`src/hw/rtl/act_pkg.sv`:
```
// Shared types and constants for the adaptive command throttle.
// Depends on nothing; every other file of the block imports it.
`timescale 1ns / 1ps
`default_nettype none

package act_pkg;

    // Field widths of the command and response items
    localparam int OP_W       = 2;
    localparam int NOW_W      = 48;
    localparam int SLOT_W     = 48;
    localparam int WAIT_W     = 32;
    localparam int IVL_W      = 16;
    localparam int DELAY_W    = 22;
    localparam int FAIL_W     = 16;
    localparam int ATT_W      = 4;
    localparam int RETRY_W    = 5;
    localparam int CFG_DATA_W = 16;
    localparam int CFG_IDX_W  = 2;

    // Default width of the internal time base
    localparam int TIME_BITS_DEF = 48;

    // Back-off step and exponent cap
    localparam int STEP_MS  = 100;
    localparam int EXP_CAP  = 5;
    localparam int EXTRA_W  = 12;    // holds STEP_MS shifted by EXP_CAP
    localparam int CAP_W    = 3;     // holds EXP_CAP

    localparam logic [FAIL_W-1:0]  FAIL_MAX    = '1;
    localparam logic [RETRY_W-1:0] RETRY_MIN   = 5'd1;
    localparam logic [RETRY_W-1:0] RETRY_MAX   = 5'd16;

    // Configuration reset values
    localparam logic [IVL_W-1:0]   BASE_RST    = 16'd100;
    localparam logic [IVL_W-1:0]   MAXI_RST    = 16'd2000;
    localparam logic [RETRY_W-1:0] RETRIES_RST = 5'd3;

    // Operation codes
    typedef enum logic [OP_W-1:0] {
        OP_RESERVE = 2'd0,
        OP_SUCCESS = 2'd1,
        OP_FAILURE = 2'd2
    } t_op;

    // Configuration register indexes
    typedef enum logic [CFG_IDX_W-1:0] {
        REG_BASE    = 2'd0,
        REG_MAXI    = 2'd1,
        REG_RETRIES = 2'd2
    } t_reg_idx;

    typedef struct packed {
        logic [IVL_W-1:0]   base_interval_ms;
        logic [IVL_W-1:0]   max_interval_ms;
        logic [RETRY_W-1:0] max_retries;
    } t_cfg;

    typedef struct packed {
        logic [SLOT_W-1:0]  slot_ms;
        logic [WAIT_W-1:0]  wait_ms;
        logic [IVL_W-1:0]   interval_ms;
        logic [DELAY_W-1:0] retry_delay_ms;
        logic               give_up;
        logic [FAIL_W-1:0]  failure_count;
    } t_rsp;

endpackage

`default_nettype wire

```
`src/hw/rtl/act_cmd_if.sv`:
```
// Command channel of the throttle: valid/ready plus op and current time.
// Depends on act_pkg for the field widths.
`timescale 1ns / 1ps
`default_nettype none

interface act_cmd_if;
    import act_pkg::*;

    logic              valid;
    logic              ready;
    logic [OP_W-1:0]   op;
    logic [NOW_W-1:0]  now_ms;

    modport source (output valid, output op, output now_ms, input ready);
    modport sink   (input valid, input op, input now_ms, output ready);
endinterface

`default_nettype wire

```
`src/hw/rtl/act_rsp_if.sv`:
```
// Response channel of the throttle: valid/ready plus the result fields.
// Depends on act_pkg for the field widths.
`timescale 1ns / 1ps
`default_nettype none

interface act_rsp_if;
    import act_pkg::*;

    logic               valid;
    logic               ready;
    logic [SLOT_W-1:0]  slot_ms;
    logic [WAIT_W-1:0]  wait_ms;
    logic [IVL_W-1:0]   interval_ms;
    logic [DELAY_W-1:0] retry_delay_ms;
    logic               give_up;
    logic [FAIL_W-1:0]  failure_count;

    modport source (output valid, output slot_ms, output wait_ms, output interval_ms,
                    output retry_delay_ms, output give_up, output failure_count,
                    input ready);
    modport sink   (input valid, input slot_ms, input wait_ms, input interval_ms,
                    input retry_delay_ms, input give_up, input failure_count,
                    output ready);
endinterface

`default_nettype wire

```
`src/hw/rtl/act_cfg.sv`:
```
// Configuration registers of the throttle: base, max interval, retry limit.
// Depends on act_pkg for the register indexes, reset values and t_cfg.
`timescale 1ns / 1ps
`default_nettype none

module act_cfg (
    input  wire logic                            i_clk,
    input  wire logic                            i_rst_n,
    input  wire logic                            i_we,
    input  wire logic [act_pkg::CFG_IDX_W-1:0]  i_idx,
    input  wire logic [act_pkg::CFG_DATA_W-1:0] i_data,
    output act_pkg::t_cfg                        o_cfg
);
    import act_pkg::*;

    t_cfg r_cfg;

    // Write the addressed register; indexes past the list are dropped
    always_ff @(posedge i_clk) begin
        if (!i_rst_n) begin
            r_cfg.base_interval_ms <= BASE_RST;
            r_cfg.max_interval_ms  <= MAXI_RST;
            r_cfg.max_retries      <= RETRIES_RST;
        end else if (i_we) begin
            unique case (i_idx)
                REG_BASE:    r_cfg.base_interval_ms <= i_data;
                REG_MAXI:    r_cfg.max_interval_ms  <= i_data;
                REG_RETRIES: r_cfg.max_retries      <= i_data[RETRY_W-1:0];
                default: ;
            endcase
        end
    end

    assign o_cfg = r_cfg;

endmodule

`default_nettype wire

```
`src/hw/rtl/act_exec.sv`:
```
// Throttle state and the single-pass result logic for one command item.
// Depends on act_pkg for t_cfg, t_rsp, op codes and constants.
`timescale 1ns / 1ps
`default_nettype none

module act_exec #(
    parameter int TIME_BITS = act_pkg::TIME_BITS_DEF
) (
    input  wire logic                       i_clk,
    input  wire logic                       i_rst_n,
    input  wire logic                       i_fire,
    input  wire logic [act_pkg::OP_W-1:0]   i_op,
    input  wire logic [act_pkg::NOW_W-1:0]  i_now_ms,
    input  act_pkg::t_cfg                   i_cfg,
    output act_pkg::t_rsp                   o_rsp
);
    import act_pkg::*;

    logic [TIME_BITS-1:0] r_next;
    logic [FAIL_W-1:0]    r_fails;
    logic [ATT_W-1:0]     r_att;
    logic [TIME_BITS-1:0] n_next;
    logic [FAIL_W-1:0]    n_fails;
    logic [ATT_W-1:0]     n_att;

    logic [TIME_BITS-1:0] now_t;
    logic [CAP_W-1:0]     capped;
    logic [IVL_W-1:0]     span;
    logic [IVL_W-1:0]     extra_raw;
    logic [IVL_W-1:0]     extra;
    logic [IVL_W-1:0]     spacing;
    logic                 next_ahead;
    logic [TIME_BITS-1:0] slot_t;
    logic [TIME_BITS:0]   sum_next;
    logic [TIME_BITS:0]   sum_now;
    logic [TIME_BITS:0]   sum_sel;
    logic [TIME_BITS-1:0] slot_end;
    logic [63:0]          diff64;
    logic [WAIT_W-1:0]    wait_sat;
    logic [RETRY_W-1:0]   limit;
    logic [FAIL_W-1:0]    fails_inc;
    logic [RETRY_W-1:0]   att_inc;
    logic [DELAY_W-1:0]   delay;

    // Take the time modulo the internal time base
    assign now_t = TIME_BITS'(64'(i_now_ms));

    // Spacing: base, plus a capped exponential extra once failures exist
    assign capped    = (r_fails < FAIL_W'(EXP_CAP)) ? r_fails[CAP_W-1:0] : CAP_W'(EXP_CAP);
    assign span      = (i_cfg.max_interval_ms > i_cfg.base_interval_ms)
                     ? i_cfg.max_interval_ms - i_cfg.base_interval_ms : '0;
    assign extra_raw = IVL_W'(EXTRA_W'(STEP_MS) << capped);
    assign extra     = (extra_raw > span) ? span : extra_raw;
    // Sum is at most the larger of base and max_interval_ms, so it cannot wrap
    assign spacing   = (r_fails == '0) ? i_cfg.base_interval_ms
                                       : i_cfg.base_interval_ms + extra;

    // Slot and next-allowed time: both candidate sums in parallel, then pick
    assign next_ahead = r_next > now_t;
    assign slot_t     = next_ahead ? r_next : now_t;
    assign sum_next   = {1'b0, r_next} + {{(TIME_BITS+1-IVL_W){1'b0}}, spacing};
    assign sum_now    = {1'b0, now_t} + {{(TIME_BITS+1-IVL_W){1'b0}}, spacing};
    assign sum_sel    = next_ahead ? sum_next : sum_now;
    assign slot_end   = sum_sel[TIME_BITS] ? '1 : sum_sel[TIME_BITS-1:0];

    // Wait until the slot, saturated to the wait field
    assign diff64   = 64'(slot_t - now_t);
    assign wait_sat = (|diff64[63:WAIT_W]) ? '1 : diff64[WAIT_W-1:0];

    // Failure handling: clamp the retry limit, saturate the failure count
    assign limit     = (i_cfg.max_retries < RETRY_MIN) ? RETRY_MIN
                     : (i_cfg.max_retries > RETRY_MAX) ? RETRY_MAX : i_cfg.max_retries;
    assign fails_inc = (r_fails == FAIL_MAX) ? r_fails : r_fails + 1'b1;
    assign att_inc   = {1'b0, r_att} + 1'b1;
    assign delay     = DELAY_W'(STEP_MS) << r_att;

    // Result and next state for the item in the input register
    always_comb begin
        n_next  = r_next;
        n_fails = r_fails;
        n_att   = r_att;
        o_rsp   = '0;
        case (i_op)
            OP_RESERVE: begin
                n_next            = slot_end;
                o_rsp.slot_ms     = SLOT_W'(64'(slot_t));
                o_rsp.wait_ms     = wait_sat;
                o_rsp.interval_ms = spacing;
            end
            OP_SUCCESS: begin
                n_fails = '0;
                n_att   = '0;
            end
            OP_FAILURE: begin
                o_rsp.retry_delay_ms = delay;
                if (att_inc >= limit) begin
                    // give up: the incremented count is at least one here
                    o_rsp.give_up = 1'b1;
                    n_fails       = fails_inc - 1'b1;
                    n_att         = '0;
                end else begin
                    n_fails = fails_inc;
                    n_att   = att_inc[ATT_W-1:0];
                end
            end
            default: ;
        endcase
        o_rsp.failure_count = n_fails;
    end

    // Advance the state when the item moves to the result register
    always_ff @(posedge i_clk) begin
        if (!i_rst_n) begin
            r_next  <= '0;
            r_fails <= '0;
            r_att   <= '0;
        end else if (i_fire) begin
            r_next  <= n_next;
            r_fails <= n_fails;
            r_att   <= n_att;
        end
    end

endmodule

`default_nettype wire

```
`src/hw/rtl/adaptive_command_throttle.sv`:
```
// Adaptive command throttle: paces command slots and backs off on failures.
// Usage:
//   i_cmd carries one item per valid/ready handshake: op (reserve, success,
//   failure) and now_ms. o_rsp returns exactly one item per command, in order,
//   with slot, wait, spacing, retry delay, give-up flag and failure count.
//   The configuration port (i_cfg_we, i_cfg_idx, i_cfg_data) writes base
//   interval, max interval and retry limit; write it only while idle.
// Timing:
//   An accepted item lands in the input register, is evaluated in a single
//   pass and is then held in the output register, which drives o_rsp until
//   the receiver takes it. One item per cycle is sustained while o_rsp is
//   not stalled; the loop through the next-allowed register (one 48-bit
//   compare, add and select) sets the cycle time.
// Reset and stall:
//   Reset clears next-allowed time, failure count and attempt index and
//   loads the configuration defaults (100, 2000, 3). When o_rsp stalls the
//   result holds, the input register keeps one more item, and i_cmd.ready
//   drops only when both are full.
// Depends on act_pkg, act_cmd_if, act_rsp_if, act_cfg and act_exec.
`timescale 1ns / 1ps
`default_nettype none

module adaptive_command_throttle #(
    parameter int TIME_BITS = act_pkg::TIME_BITS_DEF
) (
    input  wire logic                            i_clk,
    input  wire logic                            i_rst_n,
    act_cmd_if.sink                              i_cmd,
    act_rsp_if.source                            o_rsp,
    input  wire logic                            i_cfg_we,
    input  wire logic [act_pkg::CFG_IDX_W-1:0]  i_cfg_idx,
    input  wire logic [act_pkg::CFG_DATA_W-1:0] i_cfg_data
);
    import act_pkg::*;

    t_cfg              cfg;
    t_rsp              rsp_c;
    t_rsp              r_rsp;
    logic              r_out_valid;
    logic              r_in_valid;
    logic [OP_W-1:0]   r_op;
    logic [NOW_W-1:0]  r_now;
    logic              out_load;
    logic              fire;
    logic              in_ready;

    // Pipeline flow control
    assign out_load = !r_out_valid || o_rsp.ready;
    assign fire     = r_in_valid && out_load;
    assign in_ready = !r_in_valid || out_load;

    act_cfg u_cfg (
        .i_clk   (i_clk),
        .i_rst_n (i_rst_n),
        .i_we    (i_cfg_we),
        .i_idx   (i_cfg_idx),
        .i_data  (i_cfg_data),
        .o_cfg   (cfg)
    );

    act_exec #(
        .TIME_BITS (TIME_BITS)
    ) u_exec (
        .i_clk    (i_clk),
        .i_rst_n  (i_rst_n),
        .i_fire   (fire),
        .i_op     (r_op),
        .i_now_ms (r_now),
        .i_cfg    (cfg),
        .o_rsp    (rsp_c)
    );

    // Input register: take a new item whenever it is empty or draining
    always_ff @(posedge i_clk) begin
        if (!i_rst_n) begin
            r_in_valid <= 1'b0;
        end else if (in_ready) begin
            r_in_valid <= i_cmd.valid;
        end
    end

    always_ff @(posedge i_clk) begin
        if (in_ready && i_cmd.valid) begin
            r_op  <= i_cmd.op;
            r_now <= i_cmd.now_ms;
        end
    end

    // Output register: hold the result until the receiver takes it
    always_ff @(posedge i_clk) begin
        if (!i_rst_n) begin
            r_out_valid <= 1'b0;
        end else if (out_load) begin
            r_out_valid <= r_in_valid;
        end
    end

    always_ff @(posedge i_clk) begin
        if (fire) begin
            r_rsp <= rsp_c;
        end
    end

    assign i_cmd.ready          = in_ready;
    assign o_rsp.valid          = r_out_valid;
    assign o_rsp.slot_ms        = r_rsp.slot_ms;
    assign o_rsp.wait_ms        = r_rsp.wait_ms;
    assign o_rsp.interval_ms    = r_rsp.interval_ms;
    assign o_rsp.retry_delay_ms = r_rsp.retry_delay_ms;
    assign o_rsp.give_up        = r_rsp.give_up;
    assign o_rsp.failure_count  = r_rsp.failure_count;

endmodule

`default_nettype wire

```
`src/flat_wrapper.sv`:
```
// flat-port wrapper written by rule: the top's interface ports become plain ports
module adaptive_command_throttle_flat import act_pkg::*;
#(
    parameter int TIME_BITS = act_pkg::TIME_BITS_DEF
)
  (i_clk, i_rst_n, i_cfg_we, i_cfg_idx, i_cfg_data, i_cmd_valid, i_cmd_op, i_cmd_now_ms, i_cmd_ready, o_rsp_valid, o_rsp_slot_ms, o_rsp_wait_ms, o_rsp_interval_ms, o_rsp_retry_delay_ms, o_rsp_give_up, o_rsp_failure_count, o_rsp_ready);
  act_cmd_if i_cmd_i ();
  act_rsp_if o_rsp_i ();
  input  wire logic i_clk;
  input  wire logic i_rst_n;
  input  wire logic i_cfg_we;
  input  wire logic [act_pkg::CFG_IDX_W-1:0] i_cfg_idx;
  input  wire logic [act_pkg::CFG_DATA_W-1:0] i_cfg_data;
  input wire logic [$bits(i_cmd_i.valid)-1:0] i_cmd_valid;
  input wire logic [$bits(i_cmd_i.op)-1:0] i_cmd_op;
  input wire logic [$bits(i_cmd_i.now_ms)-1:0] i_cmd_now_ms;
  output wire logic [$bits(i_cmd_i.ready)-1:0] i_cmd_ready;
  output wire logic [$bits(o_rsp_i.valid)-1:0] o_rsp_valid;
  output wire logic [$bits(o_rsp_i.slot_ms)-1:0] o_rsp_slot_ms;
  output wire logic [$bits(o_rsp_i.wait_ms)-1:0] o_rsp_wait_ms;
  output wire logic [$bits(o_rsp_i.interval_ms)-1:0] o_rsp_interval_ms;
  output wire logic [$bits(o_rsp_i.retry_delay_ms)-1:0] o_rsp_retry_delay_ms;
  output wire logic [$bits(o_rsp_i.give_up)-1:0] o_rsp_give_up;
  output wire logic [$bits(o_rsp_i.failure_count)-1:0] o_rsp_failure_count;
  input wire logic [$bits(o_rsp_i.ready)-1:0] o_rsp_ready;
  assign i_cmd_i.valid = i_cmd_valid;
  assign i_cmd_i.op = i_cmd_op;
  assign i_cmd_i.now_ms = i_cmd_now_ms;
  assign i_cmd_ready = i_cmd_i.ready;
  assign o_rsp_valid = o_rsp_i.valid;
  assign o_rsp_slot_ms = o_rsp_i.slot_ms;
  assign o_rsp_wait_ms = o_rsp_i.wait_ms;
  assign o_rsp_interval_ms = o_rsp_i.interval_ms;
  assign o_rsp_retry_delay_ms = o_rsp_i.retry_delay_ms;
  assign o_rsp_give_up = o_rsp_i.give_up;
  assign o_rsp_failure_count = o_rsp_i.failure_count;
  assign o_rsp_i.ready = o_rsp_ready;
  adaptive_command_throttle #(.TIME_BITS(TIME_BITS)) u_core (.i_clk(i_clk), .i_rst_n(i_rst_n), .i_cmd(i_cmd_i), .o_rsp(o_rsp_i), .i_cfg_we(i_cfg_we), .i_cfg_idx(i_cfg_idx), .i_cfg_data(i_cfg_data));
endmodule
```
`config.mk`:
```
export PLATFORM = sky130hd
export DESIGN_NAME = adaptive_command_throttle_flat
export DESIGN_NICKNAME = d
export VERILOG_FILES = /design/src/hw/rtl/act_pkg.sv /design/src/hw/rtl/act_cmd_if.sv /design/src/hw/rtl/act_rsp_if.sv /design/src/hw/rtl/act_cfg.sv /design/src/hw/rtl/act_exec.sv /design/src/hw/rtl/adaptive_command_throttle.sv /design/src/flat_wrapper.sv
export SDC_FILE = /design/constraint.sdc
export NUM_CORES = 1
export LEC_CHECK = 0
export BUFFER_PORTS_ARGS = -buffer_cell sky130_fd_sc_hd__buf_2
export CAP_MARGIN = 30
export CORE_UTILIZATION = 37
export CTS_CLUSTER_SIZE = 30
export DETAILED_ROUTE_END_ITERATION = 12
export HOLD_SLACK_MARGIN = 0.06
export PLACE_DENSITY_LB_ADDON = 0.05
export SLEW_MARGIN = 0
export SYNTH_ARGS = -nofsm -noshare
export SYNTH_HDL_FRONTEND = slang
export SYNTH_HIERARCHICAL = 1
export SYNTH_SLANG_ARGS = --single-unit
```
`constraint.sdc`:
```
create_clock -name i_clk -period 18.05 [get_ports i_clk]
set_clock_uncertainty 0.2 [all_clocks]
set_input_delay 1.805 -clock i_clk [delete_from_list [all_inputs] [get_ports i_clk]]
set_output_delay 1.805 -clock i_clk [all_outputs]
set_load 0.05 [all_outputs]
```
==> reports/results.ini, run 1 <==
[route]
firstDrtPassIters = 5
wirelength_mm = 63.7
drcViolationCount = 0
drt_iter0_drc = 1224
ant_nets = 0
vias = 17500
routed_via_density = 5.46
wl_per_cell_um = 19.8

[power_and_ir_drop]
switchingPower_uw = 608
p_leak_uw = 0.00986
power_frac_clock = 0.399
p_sw_frac = 0.307
total_power_uw = 1980
p_int_uw = 1370
pwr-share-comb = 0.216
power_density_mw_per_mm2 = 83.4
ir_drop_mv = 0.0590
power_frac_seq = 0.385

[clock_network]
post_cts_buffers = 0
numCtsBuffers = 36
clkLatencyLatePin_ns = 0.57
htree_levels = 2
cts_tree = built
cts.repair.resized = 0
clk_path_buf_depth = 3
cts_root_buf = clkbuf_16
clk_pin_slew_ns = 0.07
postCtsHoldBufs = 0
clock_sinks = 292

[grt]
grt_pass1_vias = 16700
grt_overflow = 0
grt_pass1_wl_mm = 98.7
grt_antenna_before_repair = 0
grt_max_degree = 62
track_usage = 0.223

[sta]
hold_viol = 0
maxSlewHeadroom = 0.350
rsz0062_at_grt = no
hold_ws_ns = 0.267
tightest_slew_ns = 0.950
fin_ws_ns = 8.04
setup_tns_ns = 0
finalSetupViolCount = 0
post-route-period-util = 0.555
maxSlewViolCount = 0
final.min_clock_period_ns = 10.01
max_freq_ghz = 0.0999

[yosys]
syn_area_mm2 = 0.0208
ys_seq_area_frac = 0.370
yosys_most_used_dff = edfxtp_1
synth_cell_type_count = 107
synth_seq_cells = 292
synthArstFlopShare = 0
avgSynthCellArea_um2 = 9.20
synth-warning-count = 6
syn_inst = 2263
synth_edf_count = 185

[placement]
place_hpwl_mm = 48.8
place_congestion = 0.901
pre_cts_ws_ns = 8.23
portBuffers = 209

[die]
die_area_mm2 = 0.0572
initial_core_util = 0.377
num_rows = 86
num_io_pins = 210
core_area_mm2 = 0.0553
die_h_um = 239
die_x_um = 239

[finish]
n_fill_cell = 5645
drive_gt1_frac = 0.165
nets = 2687
area_delta_synth_final_pct = 13.9

[critical_path]
worstPathArrival_ns = 10.24
required_ns = 18.28
start_kind = flop
worst_path_most_repeated_cell = a21oi_1
worst-path-max-fanout = 26
path_class = flop to flop
critPathMaxStageDelay_ns = 0.58
crit_path_end_kind = flop
slowest_stage = or3_1
r2r_slack_ns = 8.04

[worst_hold_path]
min_path_type = flop to flop

[flow_run]
maxCapViolCount = 0

[outcome]
status = finished clean

stage by stage:
step                 util  instances  area, um2
global route        0.429       3209      23700
finish              0.429       3211      23700
CTS                 0.429       3209      23700
floorplan               -       2265      20800
detailed placement  0.405       3144      22400
global placement    0.405       3144      22400
cells in the mapped netlist (5+ instances only):
cell type / number / area [um2]
nand2_1: 205 / 769
edfxtp_1: 185 / 5560
ha_1: 176 / 2200
inv_1: 164 / 616
nor2_1: 148 / 556
a21oi_1: 141 / 706
o21ai_0: 136 / 681
dfxtp_1: 107 / 2140
xnor2_1: 89 / 780
mux2i_1: 70 / 701
nor3_1: 63 / 315
nand3_1: 54 / 270
and2_1: 47 / 294
a31oi_1: 45 / 282
nand4_1: 44 / 275
clkbuf_1: 43 / 161
a21oi_2: 42 / 368
a21o_1: 41 / 308
xor2_1: 30 / 263
buf_2: 25 / 125
o211ai_1: 24 / 180
a211oi_1: 23 / 173
nor2b_1: 23 / 144
and3_1: 22 / 138
o21a_1: 20 / 150
mux2_2: 19 / 214
nand2b_1: 16 / 100
o21bai_1: 16 / 120
o22ai_1: 15 / 93.8
buf_6: 13 / 146
o21ai_1: 13 / 65.1
or3_1: 13 / 81.3
buf_4: 11 / 82.6
nand4b_1: 9 / 78.8
nor4_1: 9 / 56.3
a21boi_0: 8 / 60.1
and4_1: 8 / 70.1
nor3b_1: 8 / 60.1
o31ai_1: 7 / 52.6
or2_2: 7 / 43.8
o2111ai_1: 5 / 43.8
o31a_1: 5 / 43.8
layout by cell type (no fill, tap or decap), types with 63 or more instances in the layout:
cell / instances
o21ai_0: 136
nor2_1: 148
dfxtp_1: 107
edfxtp_1: 185
nand2_1: 205
xnor2_1: 89
ha_1: 176
buf_2: 208
inv_1: 164
mux2i_1: 70
nor3_1: 63
a21oi_1: 140
per-layer routing:
| metal | vias up | routed length, um | part of all wire | GRT usage |
|---|---|---|---|---|
| met5 | - | 0 | 0 | 0 |
| met4 | 0 | 1420 | 0.022 | 0.0594 |
| met3 | 70 | 4040 | 0.063 | 0.0349 |
| met2 | 514 | 25700 | 0.40 | 0.316 |
| met1 | 8371 | 32500 | 0.51 | 0.344 |
| li1 | 8570 | - | - | - |
state kept, by name, summed over array words and instances (netlist names):
register                     count
u_core/r_in_valid                1
u_core/o_rsp.interval_ms        16
u_core/u_cfg/o_cfg              37
u_core/o_rsp.failure_count      16
u_core/u_exec/r_next            48
u_core/o_rsp.wait_ms            32
u_core/o_rsp.slot_ms            48
u_core/o_rsp.valid               1
u_core/o_rsp.retry_delay_ms     22
u_core/r_now                    48
u_core/o_rsp.give_up             1
u_core/u_exec/r_att              4
u_core/r_op                      2
u_core/u_exec/r_fails           16
final timing paths:
| check | startpoint | to | cells after the start |
|---|---|---|---|
| worst min-delay path | u_core/u_cfg/o_cfg[19] | u_core/u_cfg/o_cfg[19] | 2 |
| worst max register to register | u_core/u_cfg/o_cfg[21] | u_core/u_exec/r_next[24] | 42 |
| worst max-delay path | u_core/u_cfg/o_cfg[21] | u_core/u_exec/r_next[24] | 42 |
| worst min register to register | u_core/u_cfg/o_cfg[19] | u_core/u_cfg/o_cfg[19] | 2 |
cell type report:
type | instances | area, um2 | share of cell area
Sequential cell | 292 | 7700 | 0.325
Timing Repair Buffer | 229 | 1200 | 0.0505
Multi-Input combinational cell | 1707 | 12000 | 0.504
Clock buffer | 48 | 1030 | 0.0434
Tap cell | 748 | 936 | 0.0395
Inverter | 168 | 631 | 0.0266
Clock inverter | 17 | 256 | 0.0108
Antenna cell | 2 | 5.00 | 0.000211
worst max-delay path, delay by kind of cell (launching register included):
family	cells	cell delay [ns]
simple gates	8	1.71
flops	1	0.38
buf+inv	3	0.68
fa+ha+maj	6	1.66
xor+xnor	1	0.16
compound gates	24	5.03
cells by family after synthesis:
family	synth area share
xor+xnor	0.0500
other cells	0.000180
compound gates	0.192
buf+inv	0.0579
mux	0.0445
simple gates	0.177
flops	0.370
fa+ha+maj	0.110
power by group through the flow:
stage | Sequential [uW] | Clock (uW) | Combinational [uW]
6_report | 761 | 789 | 427
4_1_cts | 761 | 813 | 427
3_3_place_gp | 775 | 0 | 424
3_5_place_dp | 775 | 0 | 424
5_1_grt | 764 | 837 | 470
2_1_floorplan | 820 | 0 | 271
(Power assumes the default switching activity.)
==> run 2: changes to the inputs <==
==> constraint.sdc (replaced) <==
create_clock -name i_clk -period 8.7 [get_ports i_clk]
set_clock_uncertainty 0.2 [all_clocks]
set_input_delay 0.87 -clock i_clk [delete_from_list [all_inputs] [get_ports i_clk]]
set_output_delay 0.87 -clock i_clk [all_outputs]
set_load 0.05 [all_outputs]
==> run 2 against run 1 <==
Effect of this change: setup slack lost 7.6 ns; clock power grew 91%; sequential power grew 110%; cell area grew 3.4%; fmax grew 22%; global-route usage grew 0.59 points.
==> reports/results.ini, run 2 (synthesis results as in run 1) <==
[outcome]
status = finished clean

[finish]
drive_gt1_frac = 0.207  ; +0.0417
nets = 2785  ; +3.6%
post-route-util = 0.443  ; +0.0148
stdcell_area_mm2 = 0.0245  ; +3.4%
layout_commonest_cell = buf_2
diodes = 0  ; -2
area_delta_synth_final_pct = 17.8
most-common-layout-cells = 208 x buf_2, 205 x nand2_1, 185 x edfxtp_1, 175 x ha_1, 164 x inv_1

[die]
die_h_um = 239  ; unchanged
num_io_pins = 210  ; unchanged
die_area_mm2 = 0.0572  ; unchanged
num_rows = 86  ; unchanged
initial_core_util = 0.377  ; unchanged
core_area_mm2 = 0.0553  ; unchanged
die_x_um = 239  ; unchanged

[critical_path]
worst-path-max-fanout = 17  ; -35%
timing.rr.end = u_core/u_exec/r_next[41]
path_class = flop to flop
crit_path_end_kind = flop
rr_worst_depth = 44  ; +4.8%
start_kind = flop
worstPathArrival_ns = 8.49  ; -1.75 ns
worst_r2r_startpoint = u_core/u_cfg/o_cfg[5]
worst_path_most_repeated_cell = a21o_1
r2r_slack_ns = 0.46  ; -7.57 ns
slowest_stage = fa_1
crit_end = u_core/u_exec/r_next[41]
required_ns = 8.95  ; -9.33 ns
cp-startpoint = u_core/u_cfg/o_cfg[5]
critPathMaxStageDelay_ns = 0.40  ; -0.18 ns

[route]
vias = 17900  ; +2.4%
firstDrtPassIters = 5  ; unchanged
routed_via_density = 5.42  ; -0.63%
wirelength_mm = 66.6  ; +4.5%
wl_per_cell_um = 20.1  ; +1.5%
drt_iter0_drc = 1133  ; -7.4%
ant_nets = 0  ; unchanged
drcViolationCount = 0  ; unchanged

[power_and_ir_drop]
p_leak_uw = 0.0103  ; +4.8%
ir_drop_mv = 0.152  ; +160%
power_density_mw_per_mm2 = 165  ; +98%

[flow_run]
maxCapViolCount = 0  ; unchanged

[placement]
place_congestion = 0.920  ; +2.1%
place_hpwl_mm = 51.0  ; +4.6%
placed_area_mm2 = 0.0232  ; +3.4%
portBuffers = 209  ; unchanged

[clock_network]
clk_pin_slew_ns = 0.06  ; about the same
clock_sinks = 292  ; unchanged
numCtsBuffers = 36  ; unchanged
cts_tree = built
cts_root_buf = clkbuf_16
postCtsHoldBufs = 0  ; unchanged
clk_path_buf_depth = 3  ; unchanged
clkLatencyLatePin_ns = 0.57  ; about the same
htree_levels = 2  ; unchanged

[grt]
grt_overflow = 0  ; unchanged
grt_max_degree = 64  ; +3.2%
grt_antenna_before_repair = 0  ; unchanged
track_usage = 0.229  ; +0.00585
grt_pass1_vias = 16900  ; +1.1%
grt_pass1_wl_mm = 100  ; +1.7%

[sta]
max_freq_ghz = 0.121  ; +22%
final.min_clock_period_ns = 8.24  ; -1.78 ns
maxSlewViolCount = 0  ; unchanged
hold_viol = 0  ; unchanged
maxSlewHeadroom = 0.358  ; +0.00775
finalSetupViolCount = 0  ; unchanged
post-route-period-util = 0.947  ; +0.392
setup_tns_ns = 0  ; unchanged
tightest_slew_ns = 0.963  ; +0.0129 ns

[worst_hold_path]
min_path_type = flop to flop
hold_path_depth = 2  ; unchanged

==> run 2: critical path, delay by kind of cell, from the launching register on <==
kind / cells / cell delay, ns
AOI/OAI and AO/OA: 27 / 4.79
adders and majority gates: 5 / 1.47
buffers and inverters: 6 / 0.60
and+or+nand+nor: 4 / 0.36
xor gates and xnor gates: 2 / 0.36
DFF: 1 / 0.31
==> run 2: repair_timing <==
item / in CTS / in global routing
setup buffers: 0 / 3
setup endpoints to repair: 1 / 48
pin swaps: 0 / 11
gates resized for setup: 1 / 34
gates cloned: 0 / 1
==> run 2: cell type report <==
type,count,area [um2]
Multi-Input combinational cell,1707,12100
Timing Repair Buffer,327,2000
Tap cell,748,936
Inverter,168,631
Clock buffer,45,986
Clock inverter,21,203
Sequential cell,292,7700
Fill cell,5540,30800
==> run 2: layer usage <==
metal  track usage  vias to the layer above  wire length [um]
met3        0.0346                       75              3820
met5             0                        -                 0
met1         0.353                     8571             34300
met4        0.0534                        0              1260
met2         0.328                      517             27200
li1              -                     8777                 -
==> run 2: how the worst min path moves through the flow <==
| stage | start | end | slack (ns) |
|---|---|---|---|
| global placement | u_core/u_cfg/o_cfg[19] | u_core/u_cfg/o_cfg[19] | 0.25 |
| floorplan | u_core/u_cfg/o_cfg[5] | u_core/u_cfg/o_cfg[5] | 0.24 |
| detailed placement | u_core/u_cfg/o_cfg[17] | u_core/u_cfg/o_cfg[17] | 0.26 |
| CTS | i_cmd_now_ms[9] | u_core/r_now[9] | 0.23 |
| finish | u_core/u_cfg/o_cfg[17] | u_core/u_cfg/o_cfg[17] | 0.27 |
| global route | i_cmd_now_ms[9] | u_core/r_now[9] | 0.25 |
==> run 2: where the power goes <==
part           switching [uW]  internal, uW  total [uW]
Sequential               37.8          1540        1580
Clock                     635           874        1510
Combinational             626           342         968
Total                    1300          2750        4050
==> run 2: metrics by stage <==
stage                     worst slack, ns  total power [uW]  hold slack [ns]  cells
after floorplan                     0.655              2260            0.238   2265
after global placement              0.134              2550            0.250   3238
after detailed placement           0.0644              2550            0.256   3238
after CTS                           0.113              4090            0.229   3304
after global routing              -0.0369              4250            0.248   3308
final                               0.463              4050            0.266   3308
